[config.mk]
export PLATFORM = sky130hd
export DESIGN_NAME = rw_queue_addr_map_hazard_top
export DESIGN_NICKNAME = d
export VERILOG_FILES = /design/src/rwq_pkg.sv /design/src/rwq_cell.sv /design/src/rwq_queue.sv /design/src/rw_queue_addr_map_hazard_top.sv
export VERILOG_INCLUDE_DIRS = /design/src /design/src/src
export SDC_FILE = /design/constraint.sdc
export NUM_CORES = 2
export LEC_CHECK = 0
export ABC_AREA = 1
export BUFFER_PORTS_ARGS = -buffer_cell sky130_fd_sc_hd__buf_2
export CAP_MARGIN = 20
export CORE_ASPECT_RATIO = 0.75
export CORE_MARGIN = 2
export CORE_UTILIZATION = 41
export CTS_BUF_LIST = sky130_fd_sc_hd__clkbuf_16
export DETAILED_ROUTE_END_ITERATION = 16
export PLACE_DENSITY_LB_ADDON = 0.08
export SKIP_CTS_REPAIR_TIMING = 1
export SLEW_MARGIN = 5
export SYNTH_ARGS = -nofsm -noshare
export SYNTH_HDL_FRONTEND = slang
export SYNTH_HIERARCHICAL = 1
export SYNTH_SLANG_ARGS = --single-unit
[constraint.sdc]
create_clock -name i_clk -period 4.95 [get_ports i_clk]
set_input_delay 0.2475 -clock i_clk [delete_from_list [all_inputs] [get_ports i_clk]]
set_output_delay 0.2475 -clock i_clk [all_outputs]
set_load 0.05 [all_outputs]
[src/rw_queue_addr_map_hazard_top_macros.svh]
// assertion macros shared by the read/write queue front end
`ifndef RW_QUEUE_ADDR_MAP_HAZARD_TOP_MACROS_SVH
`define RW_QUEUE_ADDR_MAP_HAZARD_TOP_MACROS_SVH

`ifndef ASSERT_OFF
`define RWQ_ASSERT_IMP(lbl, clk, rstn, pre, post) \
    lbl: assert property (@(posedge clk) disable iff (!rstn) (pre) |-> (post)) \
        else $error("rwq check failed");
`define RWQ_ASSERT_NXT(lbl, clk, rstn, pre, post) \
    lbl: assert property (@(posedge clk) disable iff (!rstn) (pre) |=> (post)) \
        else $error("rwq check failed");
`else
`define RWQ_ASSERT_IMP(lbl, clk, rstn, pre, post)
`define RWQ_ASSERT_NXT(lbl, clk, rstn, pre, post)
`endif

`endif

[src/rwq_pkg.sv]
// shared types, constants and address split for the read/write queue front end
`default_nettype none

package rwq_pkg;

    localparam int QUEUE_DEPTH = 8;
    localparam int ADDR_BITS   = 40;
    localparam int TAG_BITS    = 8;

    localparam int IN_BITS     = 2 * (1 + ADDR_BITS + TAG_BITS + 1) + 2;
    localparam int IN_TDATA_W  = ((IN_BITS + 7) / 8) * 8;
    localparam int OUT_BITS    = 43;
    localparam int OUT_TDATA_W = ((OUT_BITS + 7) / 8) * 8;

    typedef enum logic [1:0] {
        KIND_STATUS = 2'd0,
        KIND_READ   = 2'd1,
        KIND_WRITE  = 2'd2
    } t_kind;

    typedef enum logic {
        REQ_ADD      = 1'b0,
        REQ_DISPATCH = 1'b1
    } t_req;

    typedef struct packed {
        logic [ADDR_BITS-1:0] addr;
        logic [TAG_BITS-1:0]  tag;
        logic                 to_cache;
    } t_entry;

    typedef struct packed {
        logic push;
        logic pop;
    } t_cell_ctl;

    // first field sits in the lowest bits, so it is listed last here
    typedef struct packed {
        logic                 wr_taken;
        logic                 rd_taken;
        logic                 wr_to_cache;
        logic [TAG_BITS-1:0]  wr_token;
        logic [ADDR_BITS-1:0] wr_addr;
        logic                 wr_valid;
        logic                 rd_to_cache;
        logic [TAG_BITS-1:0]  rd_token;
        logic [ADDR_BITS-1:0] rd_addr;
        logic                 rd_valid;
    } t_in_data;

    typedef struct packed {
        logic       all_empty;
        logic [9:0] out_column;
        logic [1:0] out_group;
        logic [1:0] out_bank;
        logic [15:0] out_row;
        logic       out_rank;
        logic       out_to_cache;
        logic [7:0] out_token;
        logic       write_accepted;
        logic       read_accepted;
    } t_out_data;

    typedef struct packed {
        t_kind     kind;
        logic      last;
        t_out_data data;
    } t_result;

    // split a queue entry into rank, row, bank, bank group and column, keeping its token and cache flag
    function automatic t_out_data map_entry(input t_entry e);
        t_out_data d;
        d                = '0;
        d.out_token      = 8'(e.tag);
        d.out_to_cache   = e.to_cache;
        d.out_rank       = e.addr[33];
        d.out_row        = e.addr[32:17];
        d.out_bank       = e.addr[16:15];
        d.out_group      = e.addr[7:6];
        d.out_column     = {e.addr[14:8], e.addr[5:3]};
        return d;
    endfunction

endpackage

`default_nettype wire

[src/rwq_cell.sv]
// one queue slot: holds an entry, shifts toward the head on pop, compares its address
`default_nettype none

module rwq_cell
    import rwq_pkg::*;
(
    input  wire logic                 i_clk,
    input  wire logic                 i_rst_n,
    input  wire t_cell_ctl            i_ctl,
    input  wire logic                 i_prev_valid,
    input  wire t_entry               i_new,
    input  wire logic                 i_nxt_valid,
    input  wire t_entry               i_nxt,
    input  wire logic [ADDR_BITS-1:0] i_cmp_addr,
    output logic                      o_valid,
    output t_entry                    o_entry,
    output logic                      o_match
);

    logic   r_valid;
    t_entry r_entry;
    logic   n_valid;
    t_entry n_entry;
    logic   w_load;

    // the first empty slot behind an occupied one takes the pushed entry
    assign w_load = i_ctl.push && i_prev_valid && !r_valid;

    always_comb begin
        n_valid = r_valid;
        n_entry = r_entry;
        if (i_ctl.pop) begin
            n_valid = i_nxt_valid;
            n_entry = i_nxt;
        end else if (w_load) begin
            n_valid = 1'b1;
            n_entry = i_new;
        end
    end

    always_ff @(posedge i_clk) begin
        if (!i_rst_n) begin
            r_valid <= 1'b0;
        end else begin
            r_valid <= n_valid;
        end
    end

    always_ff @(posedge i_clk) begin
        r_entry <= n_entry;
    end

    assign o_valid = r_valid;
    assign o_entry = r_entry;
    assign o_match = r_valid && (r_entry.addr == i_cmp_addr);

endmodule

`default_nettype wire

[src/rwq_queue.sv]
// shifting queue built from a row of slots, head in slot zero
`default_nettype none
`include "rw_queue_addr_map_hazard_top_macros.svh"

module rwq_queue
    import rwq_pkg::*;
(
    input  wire logic                 i_clk,
    input  wire logic                 i_rst_n,
    input  wire t_cell_ctl            i_ctl,
    input  wire t_entry               i_new,
    input  wire logic [ADDR_BITS-1:0] i_cmp_addr,
    output t_entry                    o_head,
    output logic                      o_empty,
    output logic                      o_full,
    output logic                      o_one,
    output logic                      o_match
);

    logic [QUEUE_DEPTH-1:0] w_valid;
    logic [QUEUE_DEPTH-1:0] w_match;
    t_entry                 w_entry [QUEUE_DEPTH+1];
    logic [QUEUE_DEPTH:0]   w_valid_up;
    logic [QUEUE_DEPTH-1:0] w_valid_dn;

    // neighbor views: slot above for shifting, slot below for push position
    assign w_valid_up           = {1'b0, w_valid};
    assign w_valid_dn           = {w_valid[QUEUE_DEPTH-2:0], 1'b1};
    assign w_entry[QUEUE_DEPTH] = '0;

    for (genvar g = 0; g < QUEUE_DEPTH; g++) begin : g_cell
        rwq_cell u_cell (
            .i_clk        (i_clk),
            .i_rst_n      (i_rst_n),
            .i_ctl        (i_ctl),
            .i_prev_valid (w_valid_dn[g]),
            .i_new        (i_new),
            .i_nxt_valid  (w_valid_up[g+1]),
            .i_nxt        (w_entry[g+1]),
            .i_cmp_addr   (i_cmp_addr),
            .o_valid      (w_valid[g]),
            .o_entry      (w_entry[g]),
            .o_match      (w_match[g])
        );
    end

    assign o_head  = w_entry[0];
    assign o_empty = !w_valid[0];
    assign o_full  = w_valid[QUEUE_DEPTH-1];
    assign o_one   = w_valid_up[0] && !w_valid_up[1];
    assign o_match = |w_match;

    // occupied slots always form an unbroken run from the head
    `RWQ_ASSERT_IMP(a_packed_run, i_clk, i_rst_n, 1'b1,
        ((w_valid + 1'b1) & w_valid) == '0)
    `RWQ_ASSERT_IMP(a_no_push_full, i_clk, i_rst_n, i_ctl.push, !o_full)
    `RWQ_ASSERT_NXT(a_push_fills, i_clk, i_rst_n, i_ctl.push && !i_ctl.pop, !o_empty)

endmodule

`default_nettype wire

[src/rw_queue_addr_map_hazard_top.sv]
// memory controller front end: read and write queues with hazard check and address split
//
// input stream s_axis: tuser selects the request kind (0 add, 1 dispatch), tdata carries
// the read and write offers and the two downstream take flags. an add request queues the
// read unless the read queue is full or the write queue holds its address, then queues the
// write unless the write queue is full or the read queue (including that read) holds its
// address, and answers with one status result. a dispatch request pops each non-empty head
// that downstream takes and answers with zero, one or two results, read first, each with
// the address split into rank, row, bank, bank group and column; tlast marks the final one.
// latency: results appear on m_axis the cycle after the request is accepted.
// throughput: one add per cycle while results drain without stall; a dispatch that pops both
// heads holds s_axis_tready low while the two-entry result buffer holds both results.
// each queue is a row of eight slots that shift toward the head on pop; the address compare
// runs across all occupied slots in parallel.
// reset empties both queues and the result buffer; no clearing pass is needed.
// when m_axis stalls, buffered results hold and s_axis_tready stays low.
`default_nettype none
`include "rw_queue_addr_map_hazard_top_macros.svh"

module rw_queue_addr_map_hazard_top
    import rwq_pkg::*;
(
    input  wire logic                   i_clk,
    input  wire logic                   i_rst_n,
    input  wire logic                   s_axis_tvalid,
    output logic                        s_axis_tready,
    // rd_valid, rd_addr, rd_token, rd_to_cache, wr_valid, wr_addr, wr_token, wr_to_cache,
    // rd_taken, wr_taken
    input  wire logic [IN_TDATA_W-1:0]  s_axis_tdata,
    // req_type
    input  wire logic                   s_axis_tuser,
    output logic                        m_axis_tvalid,
    input  wire logic                   m_axis_tready,
    // read_accepted, write_accepted, out_token, out_to_cache, out_rank, out_row, out_bank,
    // out_group, out_column, all_empty
    output logic [OUT_TDATA_W-1:0]      m_axis_tdata,
    // kind
    output logic [1:0]                  m_axis_tuser,
    output logic                        m_axis_tlast
);

    t_in_data  w_in;
    t_req      w_req;
    logic      w_accept;
    logic      w_out_take;

    t_cell_ctl w_rq_ctl, w_wq_ctl;
    t_entry    w_rq_new, w_wq_new, w_rq_head, w_wq_head;
    logic      w_rq_empty, w_rq_full, w_rq_one, w_rq_match;
    logic      w_wq_empty, w_wq_full, w_wq_one, w_wq_match;

    logic      w_rd_acc, w_wr_acc, w_rd_pop, w_wr_pop;
    logic      w_all_empty;
    t_result   w_res0, w_res1;
    t_out_data w_status;
    logic [1:0] w_new_cnt;

    t_result   r_res [2];
    logic [1:0] r_cnt;
    t_result   n_res [2];
    logic [1:0] n_cnt;

    assign w_in       = t_in_data'(s_axis_tdata[IN_BITS-1:0]);
    assign w_req      = t_req'(s_axis_tuser);
    assign w_out_take = m_axis_tvalid && m_axis_tready;
    assign s_axis_tready = (r_cnt == 2'd0) || ((r_cnt == 2'd1) && m_axis_tready);
    assign w_accept   = s_axis_tvalid && s_axis_tready;

    // hazard check: the write also sees the read queued by the same request
    assign w_rd_acc = (w_req == REQ_ADD) && w_in.rd_valid && !w_rq_full && !w_wq_match;
    assign w_wr_acc = (w_req == REQ_ADD) && w_in.wr_valid && !w_wq_full
                      && !w_rq_match && !(w_rd_acc && (w_in.rd_addr == w_in.wr_addr));
    assign w_rd_pop = (w_req == REQ_DISPATCH) && w_in.rd_taken && !w_rq_empty;
    assign w_wr_pop = (w_req == REQ_DISPATCH) && w_in.wr_taken && !w_wq_empty;

    assign w_rq_new = '{addr: w_in.rd_addr, tag: w_in.rd_token, to_cache: w_in.rd_to_cache};
    assign w_wq_new = '{addr: w_in.wr_addr, tag: w_in.wr_token, to_cache: w_in.wr_to_cache};
    assign w_rq_ctl = '{push: w_accept && w_rd_acc, pop: w_accept && w_rd_pop};
    assign w_wq_ctl = '{push: w_accept && w_wr_acc, pop: w_accept && w_wr_pop};

    rwq_queue u_rd_queue (
        .i_clk      (i_clk),
        .i_rst_n    (i_rst_n),
        .i_ctl      (w_rq_ctl),
        .i_new      (w_rq_new),
        .i_cmp_addr (w_in.wr_addr),
        .o_head     (w_rq_head),
        .o_empty    (w_rq_empty),
        .o_full     (w_rq_full),
        .o_one      (w_rq_one),
        .o_match    (w_rq_match)
    );

    rwq_queue u_wr_queue (
        .i_clk      (i_clk),
        .i_rst_n    (i_rst_n),
        .i_ctl      (w_wq_ctl),
        .i_new      (w_wq_new),
        .i_cmp_addr (w_in.rd_addr),
        .o_head     (w_wq_head),
        .o_empty    (w_wq_empty),
        .o_full     (w_wq_full),
        .o_one      (w_wq_one),
        .o_match    (w_wq_match)
    );

    // occupancy after this request
    assign w_all_empty = (w_rq_empty || (w_rd_pop && w_rq_one)) && !w_rd_acc
                      && (w_wq_empty || (w_wr_pop && w_wq_one)) && !w_wr_acc;

    always_comb begin
        w_status                = '0;
        w_status.read_accepted  = w_rd_acc;
        w_status.write_accepted = w_wr_acc;
        w_status.all_empty      = w_all_empty;

        w_res0 = '0;
        w_res1 = '0;
        w_new_cnt = 2'd0;
        unique case (w_req)
            REQ_ADD: begin
                w_res0    = '{kind: KIND_STATUS, last: 1'b1, data: w_status};
                w_new_cnt = 2'd1;
            end
            REQ_DISPATCH: begin
                w_res1 = '{kind: KIND_WRITE, last: 1'b1, data: map_entry(w_wq_head)};
                w_res1.data.all_empty = w_all_empty;
                if (w_rd_pop) begin
                    w_res0 = '{kind: KIND_READ, last: !w_wr_pop, data: map_entry(w_rq_head)};
                end else begin
                    w_res0 = w_res1;
                end
                w_res0.data.all_empty = w_all_empty;
                w_new_cnt = {1'b0, w_rd_pop} + {1'b0, w_wr_pop};
            end
            default: begin
                w_new_cnt = 2'd0;
            end
        endcase
    end

    always_comb begin
        n_res = r_res;
        n_cnt = r_cnt;
        priority if (w_accept) begin
            n_res[0] = w_res0;
            n_res[1] = w_res1;
            n_cnt    = w_new_cnt;
        end else if (w_out_take) begin
            n_res[0] = r_res[1];
            n_cnt    = r_cnt - 2'd1;
        end else begin
            n_cnt    = r_cnt;
        end
    end

    always_ff @(posedge i_clk) begin
        if (!i_rst_n) begin
            r_cnt <= 2'd0;
        end else begin
            r_cnt <= n_cnt;
        end
    end

    always_ff @(posedge i_clk) begin
        r_res <= n_res;
    end

    assign m_axis_tvalid = (r_cnt != 2'd0);
    assign m_axis_tdata  = OUT_TDATA_W'(r_res[0].data);
    assign m_axis_tuser  = r_res[0].kind;
    assign m_axis_tlast  = r_res[0].last;

    `RWQ_ASSERT_IMP(a_cnt_range, i_clk, i_rst_n, 1'b1, r_cnt != 2'd3)
    `RWQ_ASSERT_NXT(a_add_status, i_clk, i_rst_n, w_accept && (w_req == REQ_ADD),
        m_axis_tvalid && (m_axis_tuser == KIND_STATUS) && m_axis_tlast)
    `RWQ_ASSERT_IMP(a_single_last, i_clk, i_rst_n, r_cnt == 2'd1, m_axis_tlast)

endmodule

`default_nettype wire
Word level (Yosys, flattened, before mapping)
Index checks and enable logic that the tools add are counted.
{ "totals": {"regBits": 894, "input_bits": 109, "wordCells": 293} }
{ "op_classes": {"addsub": 2, "eq_ne": 18, "n_mux": 64, "bitwise_logic": 2, "reduce_logical": 118} }
{ "op_table": {"columns": ["op", "n"], "rows": [
  ["two-way mux 49 bit", 28],
  ["equality test 40 bit", 17],
  ["two-way mux 46 bit", 4],
  ["one-hot mux 46 bit (2 select lines)", 1],
  ["logical AND 1 bit", 72],
  ["nonzero test 2 bit", 16],
  ["two-way mux 1 bit", 28],
  ["logical NOT 1 bit", 22],
  ["OR reduction 8 bit", 2],
  ["two-way mux 2 bit", 2],
  ["one-hot mux 2 bit (2 select lines)", 1],
  ["OR reduction 2 bit", 2],
  ["logical OR 1 bit", 3],
  ["adder 1 x 1 -> 2 bit", 1],
  ["equality test 2 x 1 -> 1 bit, second input constant", 1],
  ["logical NOT 2 bit", 1],
  ["NOT 1 bit", 2],
  ["subtractor 2 x 1 -> 2 bit, second input constant", 1]
]} }

Longest topological paths before layout
{ "logic_depth": {"depth_word": 13, "ltp_mapped": 26} }

Modules after synthesis
Netlist, hierarchy kept.
{ "modules_own_cells": {"columns": ["mod", "instances", "cells_each", "area_each_um2", "seq_area_each_um2"], "rows": [
  ["rwq_cell", 16, 402, 2914.0, 1491.4],
  ["rw_queue_addr_map_hazard_top", 1, 605, 5192.5, 2682.6],
  ["rwq_queue", 2, 19, 71.3, 0.0]
]} }

Worst setup path before layout
Ideal clock, no wire load.
{ "synth_timing": {"path_kind": "register to register", "from": "register r_cnt[0]", "to": "register u_wr_queue.g_cell[0].u_cell.r_entry, in the netlist u_wr_queue/g_cell[0].u_cell/o_entry[0] (enable)", "arrival_ps": 3426, "required_ps": 4547, "path_slack_ps": 1120, "stages_incl_launch_ff": 12, "n_path_buf": 3, "path_cell_list": "dfxtp_1 > inv_1 > ha_1 > inv_1 > nand2_1 > nand2_2 > clkbuf_1 > nor3_1 > buf_2 > buf_2 > a31oi_1 > inv_1"} }
{ "synth_lines": {"columns": ["element", "line", "text"], "rows": [
  ["start: declaration", "rw_queue_addr_map_hazard_top.sv:59", "logic [1:0] r_cnt;"],
  ["start signal: assignment", "rw_queue_addr_map_hazard_top.sv:161", "r_cnt <= n_cnt;"],
  ["end signal: assignment", "rwq_cell.sv:50", "r_entry <= n_entry;"],
  ["end: declaration", "rwq_cell.sv:21", "t_entry r_entry;"]
]} }

==> impl_metrics.csv <==
group,metric,value,unit
outcome,status,"complete, no violations",
final_layout,final_util,0.4627,
timing,tightestPinTransition,1.129,ns
final_layout,fin_nets,7425,
worst_setup_path,crit_fanout,49,
global_routing,antenna_found_initial,3,
power,power.leakage,29.78,nW
logic_synthesis,ys_ff_latch,890,
worst_setup_path,cp_top_family,"simple AND/OR/NAND/NOR gates",
global_routing,grt_util_all_layers,0.2746,
final_layout,nFillCells,12620,
die,die_area,0.1296,mm^2
worst_setup_path,path_buf_inv,6,
clocking,clk_path_buf_depth,3,
global_routing,grt_pass1_wl,259700,um
drt,drt-wirelength-per-cell,19.96,um
worst_setup_path,timing.critical_path.slowest_stage_cell,"dfxtp_1",
global_routing,grt_max_degree,113,
die,fp.dieH,312.3,um
worst_setup_path,slowest_delay,0.54,ns
timing,rsz0062_at_grt,"false",
die,ioPinCount,162,
clocking,cts.sinks,890,
worst_setup_path,path_common_cell,"nand2_1",
drt,detail_route.wirelength,181000,um
final_layout,final_cells,9069,
global_routing,overflow,0,
place,gp_congestion,0.8817,
worst_setup_path,crit_required,5.32,ns
logic_synthesis,avgSynthCellArea,7.344,um^2
die,start_util,0.4120,
drt,vias_per_cell,4.766,
clocking,clkTransAtPathRegs,0.06,ns
worst_setup_path,crit_path_start_kind,"flip-flop",
timing,finalClockSkew,0.02724,ns
worst_setup_path,rrSetupSlack,1.05,ns
clocking,clock_latency,0.73,ns
drt,drtIter0Drc,5971,
place,port_buffers,154,
drt,dr.pass1.iters,6,
timing,fin_crit_sh,0.7876,
die,rows,113,
timing,hold_viol,0,
drt,ant_nets,0,
timing,drv_slew,0,
worst_setup_path,worstPathArrival,4.27,ns
logic_synthesis,yosys_warnings,6,
hold_path,hold_class,"in -> reg",
drt,vias,43230,
logic_synthesis,seq_area_frac_synth,0.5109,
die,chipWidth,415.1,um
timing,max_freq,0.2565,GHz
clocking,cts_root_buf,"clkbuf_16",
timing,setup_viol,0,
power,peakVddDrop,285.4,uV
power,power,19.52,mW
clocking,tritoncts,"done",
place,place_hpwl,131300,um
job,maxCapViolations,0,
timing,fin_setup_tns,0,ns
final_layout,area_growth,12.30,%
timing,worst_hold_slack,0.01025,ns
worst_setup_path,critPathCaptureType,"flip-flop",
power,power.density,334.5,mW/mm^2
logic_synthesis,synth_cell_types,33,
final_layout,layout_common_cells,"nand2_1 (3,831), inv_1 (1,210), edfxtp_1 (872)",
logic_synthesis,netlist_area,0.05196,mm^2
place,placed_cells_incl_taps,8867,
worst_setup_path,crit_type,"reg -> reg",
timing,relSlewSlack,0.2470,
final_layout,final_common_cell,"nand2_1",
global_routing,grt_pass1_vias,37660,
clocking,ctsHtreeMaxLevel,3,
logic_synthesis,synthCells,7075,
drt,route.detailed.drc,0,
timing,fin_crit,3.899,ns
final_layout,layout-drive-gt1-share,0.06421,
clocking,cts_buffers,99,
die,core_area,0.1261,mm^2
[flip-flops by register name (all words and copies together) (netlist names)]
signal / count
m_axis_tdata: 43
r_res: 42
u_wr_queue/g_cell.u_cell/o_entry: 392
u_rd_queue/g_cell.u_cell/o_valid: 8
u_wr_queue/g_cell.u_cell/o_valid: 8
m_axis_tuser: 2
r_cnt: 2
m_axis_tlast: 1
u_rd_queue/g_cell.u_cell/o_entry: 392
[worst min-delay path: stages]
cell	delay, ns
buf_2	0.24
nand2_1	0.09
nand2_1	0.06
[metal layers]
metal | GRT usage | share of wire
met4 | 0.06254 | 0.023
met5 | 0 | 0
met3 | 0.04944 | 0.10
met2 | 0.3406 | 0.36
met1 | 0.4715 | 0.51
[Yosys cell counts, drive strengths merged]
library cell | n | area, um^2
or2 | 3 | 18.77
xnor2 | 85 | 744.5
a221oi | 1 | 8.760
a31oi | 16 | 100.1
nand2 | 3835 | 14410
nor3 | 52 | 260.3
o22ai | 1 | 6.260
xor2 | 129 | 1130
edfxtp | 872 | 26190
inv | 1223 | 4591
dfxtp | 18 | 360.4
o21bai | 1 | 7.510
nor2 | 355 | 1383
o211ai | 2 | 15.01
o21a | 1 | 7.510
o21ai | 80 | 400.4
a21oi | 19 | 95.09
conb | 5 | 18.77
clkinv | 1 | 5.000
nand4 | 48 | 300.3
nand3 | 37 | 197.7
ha | 3 | 37.54
o31ai | 40 | 300.3
buf | 220 | 1272
clkbuf | 28 | 105.1
[cell type report]
class                      count  area (um^2)  share of cell area
inverter                    1224         4596             0.07876
tap                         1667         2086             0.03574
timing repair buffer         283         2042             0.03499
antenna                        4        10.01           0.0001715
sequential                   890        26550              0.4549
clock buffer                 102         2552             0.04374
clock inverter                84        681.9             0.01169
multi-input combinational   4815        19840              0.3400
[report_power, final]
part | switching (mW) | leakage [nW] | total [mW] | internal (mW)
clock network | 3.20 | 1.67 | 7.50 | 4.29
registers | 0.159 | 8.08 | 8.94 | 8.78
logic | 2.38 | 20.0 | 3.08 | 0.702
total | 5.74 | 29.8 | 19.5 | 13.8
[path summary, 6_finish.rpt]
kind / endpoint / cells past startpoint / start
min: u_rd_queue/g_cell[4].u_cell/o_entry[3] / 3 / s_axis_tdata[43]
max reg2reg: u_wr_queue/g_cell[7].u_cell/o_entry[45] / 26 / u_wr_queue/g_cell[7].u_cell/o_valid
max: u_wr_queue/g_cell[7].u_cell/o_entry[45] / 26 / u_wr_queue/g_cell[7].u_cell/o_valid
min reg2reg: u_wr_queue/g_cell[6].u_cell/o_entry[3] / 2 / u_wr_queue/g_cell[7].u_cell/o_entry[3]
[cell families after synthesis]
kind of cell / Yosys count / share of synthesized area
and+or+nand+nor: 4330 / 0.3189
buffers and inverters: 1472 / 0.1150
DFF: 890 / 0.5109
xor gates and xnor gates: 214 / 0.03607
AOI/OAI and AO/OA: 161 / 0.01811
other: 5 / 0.0003612
adders and majority gates: 3 / 0.0007225
[stage by stage]
step                      area [um^2]  setup slack (ns)
final                           58350             1.051
after global routing            58340            0.8534
after CTS                       58210             1.146
after detailed placement        54980            0.8779
after global placement          54960            0.8682
after floorplan                 52340             1.120
Power figures use the tool's default switching activity.
